## src/rtl/strided_nd_address_walker_core_assert.svh

```systemverilog
// assertion macros used by the walker core rtl
`ifndef STRIDED_ND_ADDRESS_WALKER_CORE_ASSERT_SVH
`define STRIDED_ND_ADDRESS_WALKER_CORE_ASSERT_SVH

// same-cycle implication, sampled on clk, off during reset
`define SNAW_ASSERT_NOW(lbl, ante, cons, msg) \
	lbl: assert property (@(posedge clk) disable iff (!arst_n) (ante) |-> (cons)) \
		else $error(msg);

// next-cycle implication, sampled on clk, off during reset
`define SNAW_ASSERT_NEXT(lbl, ante, cons, msg) \
	lbl: assert property (@(posedge clk) disable iff (!arst_n) (ante) |=> (cons)) \
		else $error(msg);

`endif

```

## src/rtl/snaw_pkg.sv

```systemverilog
package snaw_pkg;

	localparam int DIM_SLOTS       = 4;
	localparam int IDX_W           = 24;
	localparam int OFS_W           = 32;
	localparam int APB_DW          = 32;
	localparam int APB_AW          = 5;
	localparam int NUM_DIMS_DEF    = 4;
	localparam int EXTENT_BITS_DEF = 24;
	localparam int OFFSET_BITS_DEF = 32;

	typedef enum logic {
		OP_START   = 1'b0,
		OP_ADVANCE = 1'b1
	} snaw_op_t;

	typedef enum logic [2:0] {
		REG_EXTENT_D0 = 3'd0,
		REG_EXTENT_D1 = 3'd1,
		REG_EXTENT_D2 = 3'd2,
		REG_EXTENT_D3 = 3'd3,
		REG_STRIDE_D0 = 3'd4,
		REG_STRIDE_D1 = 3'd5,
		REG_STRIDE_D2 = 3'd6,
		REG_STRIDE_D3 = 3'd7
	} snaw_reg_t;

	typedef struct packed {
		logic             opcode;
		logic [OFS_W-1:0] base_offset;
	} snaw_req_t;

	typedef struct packed {
		logic [OFS_W-1:0] element_offset;
		logic             wrapped_all;
		logic [IDX_W-1:0] index_d0;
		logic [IDX_W-1:0] index_d1;
		logic [IDX_W-1:0] index_d2;
		logic [IDX_W-1:0] index_d3;
	} snaw_rsp_t;

	// what a cell reports to the top level in the cycle it settles a step
	typedef struct packed {
		logic done;
		logic wrapped;
	} snaw_res_t;

endpackage

```

## src/rtl/snaw_cell.sv

```systemverilog
module snaw_cell #(
	parameter int EXTENT_BITS = snaw_pkg::EXTENT_BITS_DEF,
	parameter int OFFSET_BITS = snaw_pkg::OFFSET_BITS_DEF
) (
	input  logic                   clk,
	input  logic                   arst_n,
	input  logic                   clear,
	input  logic                   outermost,
	input  logic                   tok_in,
	input  logic [OFFSET_BITS-1:0] ofs_in,
	input  logic [EXTENT_BITS-1:0] extent,
	input  logic [OFFSET_BITS-1:0] stride,
	output logic [EXTENT_BITS-1:0] idx_d,
	output snaw_pkg::snaw_res_t    res,
	output logic [OFFSET_BITS-1:0] res_ofs,
	output logic                   carry_s1,
	output logic [OFFSET_BITS-1:0] carry_ofs_s1
);

	logic [EXTENT_BITS-1:0]             idx_q;
	logic [EXTENT_BITS-1:0]             nxt;
	logic [EXTENT_BITS-1:0]             ext_eff;
	logic [EXTENT_BITS-1:0]             ext_m1;
	logic [EXTENT_BITS+OFFSET_BITS-1:0] prod;
	logic [OFFSET_BITS-1:0]             rewind_q;
	logic [OFFSET_BITS-1:0]             back_ofs;
	logic                               step_ok;

	// extent zero behaves as extent one
	assign ext_eff  = (extent == '0) ? EXTENT_BITS'(1) : extent;
	assign ext_m1   = ext_eff - EXTENT_BITS'(1);
	assign prod     = {{OFFSET_BITS{1'b0}}, ext_m1} * {{EXTENT_BITS{1'b0}}, stride};
	assign nxt      = idx_q + EXTENT_BITS'(1);
	assign step_ok  = (nxt != '0) && (nxt < ext_eff);
	assign back_ofs = ofs_in - rewind_q;

	always_comb begin
		if (clear) begin
			idx_d = '0;
		end else if (tok_in) begin
			idx_d = step_ok ? nxt : '0;
		end else begin
			idx_d = idx_q;
		end
	end

	always_comb begin
		res.done    = tok_in && (step_ok || outermost);
		res.wrapped = tok_in && !step_ok && outermost;
		res_ofs     = step_ok ? (ofs_in + stride) : back_ofs;
	end

	always_ff @(posedge clk or negedge arst_n) begin
		if (!arst_n) begin
			idx_q    <= '0;
			carry_s1 <= 1'b0;
			rewind_q <= '0;
		end else begin
			idx_q    <= idx_d;
			carry_s1 <= tok_in && !step_ok && !outermost;
			// rewind amount is registered from the product of the config
			rewind_q <= prod[OFFSET_BITS-1:0];
		end
	end

	always_ff @(posedge clk) begin
		carry_ofs_s1 <= back_ofs;
	end

endmodule
```

## config.mk

```make
export PLATFORM = sky130hd
export DESIGN_NAME = snaw_cell
export DESIGN_NICKNAME = d
export VERILOG_FILES = /design/src/rtl/strided_nd_address_walker_core_assert.svh /design/src/rtl/snaw_pkg.sv /design/src/rtl/snaw_cell.sv
export SDC_FILE = /design/constraint.sdc
export NUM_CORES = 1
export LEC_CHECK = 0
export BUFFER_PORTS_ARGS = -buffer_cell sky130_fd_sc_hd__buf_4
export CORE_MARGIN = 2
export CORE_UTILIZATION = 40
export CTS_BUF_LIST = sky130_fd_sc_hd__clkbuf_16
export DETAILED_ROUTE_END_ITERATION = 16
export SLEW_MARGIN = 40
export SYNTH_ARGS = -nofsm -noshare
export SYNTH_HDL_FRONTEND = slang
export SYNTH_SLANG_ARGS = --single-unit
```

## constraint.sdc

```tcl
create_clock -name clk -period 6.11 [get_ports clk]
set_clock_uncertainty 0.1 [all_clocks]
set_input_delay 0.3055 -clock clk [delete_from_list [all_inputs] [get_ports clk]]
set_output_delay 0.3055 -clock clk [all_outputs]
set_load 0.1 [all_outputs]
```

==> After elaboration in Yosys (flattened, before gate mapping) <==
Index checks and enable logic that the tools add are counted.
{ "totals": {"register_bits": 89, "latchBits": 0, "mem_bits_rw": 0, "romBits": 0, "input_bits": 93, "word_cells": 25, "memories": 0} }
{ "op_classes": {"add_sub_neg": 4, "multipliers": 1, "div": 0, "order_cmp": 1, "n_eq_ne": 0, "n_shift": 0, "muxes": 5, "bitwise": 0, "reduce_logical": 10} }
{ "op_table": {"columns": ["cell", "count"], "rows": [
  ["2-to-1 mux 24 bit", 4],
  ["adder 32 bit", 1],
  ["multiplier 24 x 32 -> 32 bit", 1],
  ["2-to-1 mux 32 bit", 1],
  ["subtractor 32 bit", 1],
  ["adder 24 x 1 -> 24 bit, second input constant", 1],
  ["zero test 24 bit", 1],
  ["less-than comparator 24 bit", 1],
  ["nonzero test 24 bit", 1],
  ["subtractor 24 x 1 -> 24 bit, second input constant", 1],
  ["logical AND 1 bit", 5],
  ["zero test 1 bit", 2],
  ["logical OR 1 bit", 1]
]} }

==> Depth between registers and ports, before layout <==
Gate-level depths: netlist of run 1.
{ "depth": {"depth_word": 7, "depth_mapped": 37, "mapped_depth_nobuf": 35} }

==> Worst setup path before layout of run 1 <==
OpenSTA, ideal clock, no wires.
{ "synth_timing": {"path_kind": "input -> register", "from": "input extent[16]", "to": "register rewind_q[30]", "setup_ps": 128, "t_arrival_ps": 8318, "path_slack_ps": -2436, "path_stages": 37, "n_path_buf": 2, "cell_sequence": "nor4_1 > nand4_1 > nor2_1 > nor2_1 > clkbuf_1 > ha_1 > nor4b_4 > nand2_2 > nor2_1 > xnor2_1 > clkbuf_1 > nand2_1 > fa_1 > inv_1 > fa_1 > inv_1 > fa_1 > inv_1 > fa_1 > inv_1 > fa_1 > inv_1 > fa_1 > inv_1 > fa_1 > inv_1 > ha_1 > a21o_1 > a21oi_1 > nand3b_1 > a21oi_1 > o31ai_1 > a211oi_1 > o31ai_1 > a211oi_1 > a21oi_1 > xor2_1"} }
{ "synth_via": {"elab_chain_len": 4} }
{ "synth_rtl": {"columns": ["element", "line_no", "source"], "rows": [
  ["start: declaration", "snaw_cell.sv:11", "input logic [EXTENT_BITS-1:0] extent,"],
  ["zero test 24 bit", "snaw_cell.sv:30", "assign ext_eff = (extent == '0) ? EXTENT_BITS'(1) : extent;"],
  ["2-to-1 mux 24 bit *", "snaw_cell.sv:30", null],
  ["subtractor 24 x 1 -> 24 bit *", "snaw_cell.sv:31", "assign ext_m1 = ext_eff - EXTENT_BITS'(1);"],
  ["multiplier 24 x 32 -> 32 bit *", "snaw_cell.sv:32", "assign prod = {{OFFSET_BITS{1'b0}}, ext_m1} * {{EXTENT_BITS{1'b0}}, stride};"],
  ["named net prod[30]", "snaw_cell.sv:24", "logic [EXTENT_BITS+OFFSET_BITS-1:0] prod;"],
  ["end signal: assignment", "snaw_cell.sv:62", "rewind_q <= prod[OFFSET_BITS-1:0];"],
  ["end: declaration", "snaw_cell.sv:25", "logic [OFFSET_BITS-1:0] rewind_q;"]
]} }
The timed path passes the listed nets; every way through them passes the cells marked *.

==> Worst setup path in the final report of run 1 <==
{ "layout_timing": {"from": "input extent[3]", "to": "register rewind_q[27]"} }
Same word-level chain as after synthesis.

==> impl_metrics.yaml, run 1 <==
synthesis:
  synth_cells: 2598
  async_reset_ff_frac: 0.640
  synth.top_cells.by_count: "525 x inv_1, 422 x nand2_1, 391 x fa_1, 178 x ha_1, 133 x and2_1"
  synthFlopType: "dfrtp_1"
  synth_top_area_frac: 0.354
  ys_ff_latch: 89
  synth_area_leaders: "fa_1 35%, ha_1 10%, inv_1 8.9%, nand2_1 7.2%, dfrtp_1 6.5%"
  synth-edff-count: 0
  syn_area_per_cell_um2: 8.50
  ys_types: 87
  synth.most_common_cell: "inv_1"
  syn_nets: 3260
  synth_warnings: 0
  synth_top_area_cell: "fa_1"
  syn_area_mm2: 0.0221
  yosysSeqAreaShare: 0.0936
timing:
  worst_pin_slew_ns: 0.799
  grt_setup_unrepaired: "true"
  relSlewSlack: 0.465
  max_freq_mhz: 132
  setup_ws_ns: -1.46
  finalSetupViolations: 20
  final_max_slew_viol_count: 0
  hold_viol_final: 0
  period_share: 1.24
  period_needed_ns: 7.57
place:
  place.gp.congestion: 0.944
  placed_cell_area_mm2: 0.0265
  placedCellCount: 3655
  dpl.hpwl_um: 59900
  portBuffers: 183
detailed_routing:
  first_pass_iters: 5
  wl_per_cell_um: 18.8
  routed_wirelength_um: 70100
  drtIter0Drc: 1389
  drtAntennaViolNets: 0
  vias_per_cell: 5.14
  drc: 0
  vias: 19100
clock_tree:
  cts_tree: "done"
  worstSkewPairLatency_ns: 0.38
  clkSinkCount: 89
  cts-root-buf: "clkbuf_16"
  clk_pin_slew_ns: 0.07
  htree_levels: 3
  clockBufferDepth: 2
  numCtsBuffers: 9
worst_setup_path:
  cp_max_fo: 9
  cp-start-kind: "input pin"
  cp_slowest_stage_delay_ns: 0.56
  crit_buf_inv: 10
  required_ns: 6.30
  cp_slowest_cell: "fa_1"
  cp_top_family: "adder cells"
  end_kind: "flop"
  worstSetupPathType: "in -> reg"
  cp_common_cell: "fa_1"
  critPathArrivalTime_ns: 7.76
cells_and_area:
  fin_area_mm2: 0.0279
  nNetsFinal: 3673
  instances_no_fill: 3720
  antenna_cells: 0
  syn_to_final_growth_pct: 26.3
  drive_gt1_frac: 0.234
floorplan:
  io_pins: 184
  die_area_mm2: 0.0571
  die_w_um: 239
  start_util: 0.403
  core-area_mm2: 0.0549
  rows: 86
  die_y_um: 239
global_routing:
  grt_max_degree: 58
  antenna_found_initial: 1
  grt_pass1_wl_um: 109000
  grt_usage: 0.249
  grt_overflow: 0
  grt_pass1_vias: 19800
outcome:
  violations: "setup timing"
  status: "complete, but fails checks"
job:
  maxCapViolCount: 0
min_path:
  hold_path_class: "in -> reg"
layout by cell type, fill, tap and decap left out, drive strengths merged, types with 13 or more instances in the layout:
cell    synthesis  routed
a21oi          87      87
o21ai          62      62
a21o           49      49
o21a           13      13
nor3           29      29
nor2           85      85
nand2b         15      15
nor2b          49      49
and2          135     135
ha            178     178
nand4          16      16
dfxtp          32      32
xor2           44      44
nand3          34      34
xnor2         113     113
inv           525     528
nand2         424     424
dfrtp          57      57
buf            15     506
and3           13      13
fa            391     391
per-stage QoR:
step	hold slack, ns	util	TNS (ns)	setup slack (ns)
after floorplan	-0.0901	-	-19.36	-1.66
after global placement	0.309	0.483	-28.49	-1.91
after detailed placement	0.323	0.483	-30.29	-2.03
after CTS	0.0482	0.498	-18.13	-1.39
after global routing	0.0808	0.508	-24.96	-1.71
final	0.0647	0.508	-20.21	-1.46
cell type report:
| cell class | instances | area (µm²) |
|---|---|---|
| Fill cell | 5144 | 27000 |
| Multi-Input combinational cell | 1876 | 18400 |
| Timing Repair Buffer | 509 | 4240 |
| Sequential cell | 89 | 2070 |
| Inverter | 526 | 1980 |
| Tap cell | 704 | 881 |
| Clock buffer | 10 | 250 |
| Clock inverter | 6 | 46.3 |
sequential cells by signal, summed over array words and instances, names as in the netlist:
register,flops
carry_ofs_s1,32
carry_s1,1
idx_q,24
rewind_q,32
worst paths after layout:
kind	slack [ns]	start	to	cells after the start
hold / removal	0.06	ofs_in[31]	carry_ofs_s1[31]$_DFF_P_	2
min in group asynchronous	0.36	arst_n	idx_q[20]$_DFF_PN0_	2
max in group asynchronous	5.10	arst_n	rewind_q[11]$_DFF_PN0_	2
hold reg to reg	0.53	idx_q[18]$_DFF_PN0_	idx_q[18]$_DFF_PN0_	2
setup / recovery	-1.46	extent[3]	rewind_q[27]$_DFF_PN0_	30
setup reg to reg	1.27	idx_q[0]$_DFF_PN0_	idx_q[11]$_DFF_PN0_	17
metal layers:
| metal | GRT usage | vias to the layer above | wire length (µm) |
|---|---|---|---|
| met5 | 0 | - | 0 |
| met4 | 0.0703 | 0 | 2200 |
| met3 | 0.0433 | 126 | 5040 |
| met2 | 0.403 | 668 | 32100 |
| met1 | 0.343 | 9529 | 30700 |
| li1 | - | 8784 | - |
what timing repair did:
item,in CTS,in global routing
hold buffers,2,0
endpoints found under the setup margin,20,22
pin swaps,85,70
endpoints found under the hold margin,58,0
gates resized for setup,82,85
gates cloned,0,1
buffers inserted,23,27
cell families (layout without fill, tap and decap cells):
logic type / Yosys count / in the layout / share of synthesized area
and+or+nand+nor: 839 / 839 / 0.184
buffers and inverters: 633 / 1051 / 0.110
adders and majority gates: 569 / 569 / 0.455
AOI/OAI and AO/OA: 299 / 299 / 0.0880
xor gates and xnor gates: 158 / 158 / 0.0643
DFF: 89 / 89 / 0.0936
muxes: 11 / 11 / 0.00549
Power of run 1 is left out: the tool's default activity adds up to more than one toggle a clock period on the data nets, which glitch-free logic cannot reach.
==> run 2, diff against run 1 <==
- clock period: 6.11 -> 6.19 ns (I/O delays scaled with it)
==> impl_metrics.yaml, run 2 (synthesis gave the netlist of run 1 again) <==
clock_tree:
  cts-root-buf: "clkbuf_16"
  worstSkewPairLatency_ns: 0.38
  htree_levels: 3
  clockBufferDepth: 2
  numCtsBuffers: 9
  clkSinkCount: 89
  cts_tree: "done"
  clk_pin_slew_ns: 0.08
global_routing:
  grt_usage: 0.251
  antenna_found_initial: 3
  grt_pass1_wl_um: 111000
  grt_pass1_vias: 20100
  grt_max_degree: 58
  grt_overflow: 0
worst_setup_path:
  cp_slowest_stage_delay_ns: 0.55
  critPathArrivalTime_ns: 7.81
  end_kind: "flop"
  cp_common_cell: "fa_1"
  cp_slowest_cell: "fa_2"
  required_ns: 6.36
  worstSetupPathType: "in -> reg"
  cp_max_fo: 4
  cp-start-kind: "input pin"
outcome:
  violations: "setup timing"
  status: "complete, but fails checks"
cells_and_area:
  drive_gt1_frac: 0.215
  post-route-util: 0.500
  antenna_cells: 0
  nNetsFinal: 3639
  reg_top3: "carry_ofs_s1: 32 flops, rewind_q: 32 flops, idx_q: 24 flops"
  final_cell_mix: "511 x inv_1, 431 x buf_4, 410 x nand2_1"
  final_common_cell: "inv_1"
  fillCellCount: 5206
  syn_to_final_growth_pct: 24.3
place:
  dp_slack_ns: -2.03
  dpl.hpwl_um: 60000
  place.gp.congestion: 0.938
  portBuffers: 183
detailed_routing:
  wl_per_cell_um: 18.9
  vias: 19000
  drc: 0
  first_pass_iters: 6
  routed_wirelength_um: 69700
  drtAntennaViolNets: 0
  drtIter0Drc: 1227
  vias_per_cell: 5.16
job:
  maxCapViolCount: 0
timing:
  finalSetupTns_ns: -20.13
  grt_setup_unrepaired: "true"
  period_share: 1.23
  setup_ws_ns: -1.45
  max_freq_mhz: 131
  finalSetupViolations: 20
  hold_viol_final: 0
  final_max_slew_viol_count: 0
  period_needed_ns: 7.64
  worst_pin_slew_ns: 0.795
  relSlewSlack: 0.461
  whs_ns: 0.0545
floorplan:
  rows: 86
  core-area_mm2: 0.0549
  start_util: 0.403
  die_w_um: 239
  io_pins: 184
  die_y_um: 239
  die_area_mm2: 0.0571
min_path:
  hold_path_class: "in -> reg"
run 2: worst paths after layout:
check	slack (ns)	cells past startpoint	from	end
setup / recovery	-1.45	39	extent[19]	rewind_q[31]$_DFF_PN0_
hold / removal	0.05	2	ofs_in[31]	carry_ofs_s1[31]$_DFF_P_
setup reg to reg	1.67	15	idx_q[0]$_DFF_PN0_	idx_q[8]$_DFF_PN0_
max in group asynchronous	5.17	2	arst_n	rewind_q[3]$_DFF_PN0_
min in group asynchronous	0.36	2	arst_n	idx_q[21]$_DFF_PN0_
hold reg to reg	0.52	2	idx_q[18]$_DFF_PN0_	idx_q[18]$_DFF_PN0_
run 2: area by class of cell:
cell class              instances  area (µm²)  share of cell area
flip-flops and latches         89        2070              0.0753
well taps                     704         881              0.0321
multi-input cells            1876       18300               0.667
clock inverters                 7        57.6             0.00210
clock buffers                   9         225             0.00820
repair buffers                475        3930               0.143
inverters                     526        1970              0.0719
run 2: critical path: cells and delay by family:
family	cells	cell delay [ns]
buffers and inverters	11	0.95
adders and majority gates	9	3.75
xor gates and xnor gates	2	0.27
AOI/OAI and AO/OA	8	1.15
and+or+nand+nor	9	1.36
run 2: routing by layer:
metal / track usage / wire (µm) / vias up
met5: 0 / 0 / -
met3: 0.0269 / 4120 / 94
li1: - / - / 8735
met1: 0.357 / 31500 / 9550
met2: 0.409 / 32500 / 623
met4: 0.0595 / 1490 / 0
run 2: what timing repair did:
item	CTS	global route
resized for setup	70	47
hold endpoints to repair	58	0
gates cloned	0	0
setup buffers	23	9
setup endpoints to repair	20	22
pin swaps	59	45
hold buffers	2	0
run 2: metrics by stage:
| stage | std cells | cell area [µm²] |
|---|---|---|
| final | 3686 | 27500 |
| after global routing | 3686 | 27500 |
| after CTS | 3680 | 27200 |
| after detailed placement | 3640 | 26400 |
| after global placement | 3640 | 26400 |
| after floorplan | 2598 | 22400 |
Power of run 2 is left out for the same reason.
==> run 3, diff against run 2 <==
- SKIP_CTS_REPAIR_TIMING: default -> 1
==> impl_metrics.yaml, run 3 (synthesis gave the netlist of run 1 again) <==
worst_setup_path:
  worstSetupPathType: "in -> reg"
  cp_common_cell: "fa_1"
  cp_top_family: "adder cells"
  cp_max_fo: 7
  cp_slowest_cell: "fa_1"
  end_kind: "flop"
  cp-start-kind: "input pin"
  crit_buf_inv: 8
  cp_slowest_stage_delay_ns: 0.57
  critPathArrivalTime_ns: 7.89
  required_ns: 6.36
timing:
  relSlewSlack: 0.463
  max_freq_mhz: 130
  final_max_slew_viol_count: 0
  period_needed_ns: 7.72
  worst_pin_slew_ns: 0.793
  grt_setup_unrepaired: "true"
  setup_ws_ns: -1.53
  hold_viol_final: 0
  period_share: 1.25
  finalSetupViolations: 19
cells_and_area:
  antenna_cells: 0
  fillCellCount: 5210
  post-route-util: 0.498
  final_cell_mix: "510 x inv_1, 421 x buf_4, 414 x nand2_1"
  reg_top3: "carry_ofs_s1: 32 flops, rewind_q: 32 flops, idx_q: 24 flops"
  drive_gt1_frac: 0.207
  syn_to_final_growth_pct: 23.6
  final_common_cell: "inv_1"
  nNetsFinal: 3625
floorplan:
  core-area_mm2: 0.0549
  die_w_um: 239
  die_y_um: 239
  start_util: 0.403
  rows: 86
  die_area_mm2: 0.0571
  io_pins: 184
detailed_routing:
  vias_per_cell: 5.15
  drtIter0Drc: 1208
  wl_per_cell_um: 18.9
  first_pass_iters: 5
  drc: 0
  drtAntennaViolNets: 0
  vias: 18900
  routed_wirelength_um: 69200
outcome:
  violations: "setup timing"
  status: "complete, but fails checks"
place:
  dp_slack_ns: -2.03
  dpl.hpwl_um: 60000
  place.gp.congestion: 0.938
  portBuffers: 183
clock_tree:
  cts-root-buf: "clkbuf_16"
  worstSkewPairLatency_ns: 0.38
  htree_levels: 3
  clkSinkCount: 89
  cts_tree: "done"
  numCtsBuffers: 9
  clk_pin_slew_ns: 0.08
  clockBufferDepth: 2
global_routing:
  grt_use_met2: 0.405
  grt_pass1_wl_um: 109000
  grt_busiest_layer: "met2"
  grt_use_met1: 0.356
  grt_usage: 0.248
  met3_usage: 0.0255
  grt_max_degree: 58
  antenna_found_initial: 3
  grt_pass1_vias: 19800
  grt_overflow: 0
min_path:
  hold_path_class: "in -> reg"
job:
  maxCapViolCount: 0
==> run 3: cell count changes in the layout (fill, tap and decap cells not counted), sizes merged <==
cell / before / now
buf: 473 / 459
==> run 3: path summary, 6_finish.rpt <==
kind	startpoint	end	slack, ns	cells past startpoint
worst max-delay path	extent[11]	rewind_q[30]$_DFF_PN0_	-1.53	36
worst min-delay path	ofs_in[31]	carry_ofs_s1[31]$_DFF_P_	0.05	2
worst max register to register	idx_q[0]$_DFF_PN0_	idx_q[11]$_DFF_PN0_	1.61	17
worst min register to register	idx_q[18]$_DFF_PN0_	idx_q[18]$_DFF_PN0_	0.52	2
max in group asynchronous	arst_n	rewind_q[3]$_DFF_PN0_	5.18	2
min in group asynchronous	arst_n	idx_q[22]$_DFF_PN0_	0.35	2
==> run 3: cell type report <==
cell class / count / area [µm²] / area share
inverters: 526 / 1970 / 0.0723
flip-flops and latches: 89 / 2070 / 0.0757
clock buffers: 9 / 225 / 0.00825
repair buffers: 461 / 3790 / 0.139
multi-input cells: 1876 / 18300 / 0.670
well taps: 704 / 881 / 0.0323
clock inverters: 7 / 57.6 / 0.00211
==> run 3: layer usage <==
| metal | vias up | part of all wire |
|---|---|---|
| met5 | - | 0 |
| met4 | 0 | 0.018 |
| met3 | 85 | 0.056 |
| met2 | 656 | 0.47 |
| met1 | 9472 | 0.46 |
| li1 | 8697 | - |
==> run 3: through the flow <==
| step | hold slack, ns | setup TNS [ns] | std cells | cell area [µm²] |
|---|---|---|---|---|
| detailed placement | 0.331 | -30.40 | 3640 | 26400 |
| CTS | -0.0893 | -22.30 | 3656 | 26700 |
| global route | 0.0645 | -25.93 | 3672 | 27300 |
| finish | 0.0525 | -19.95 | 3672 | 27300 |
| global placement | 0.316 | -27.94 | 3640 | 26400 |
| floorplan | -0.0861 | -18.00 | 2598 | 22400 |
Power of run 3 is left out for the same reason.
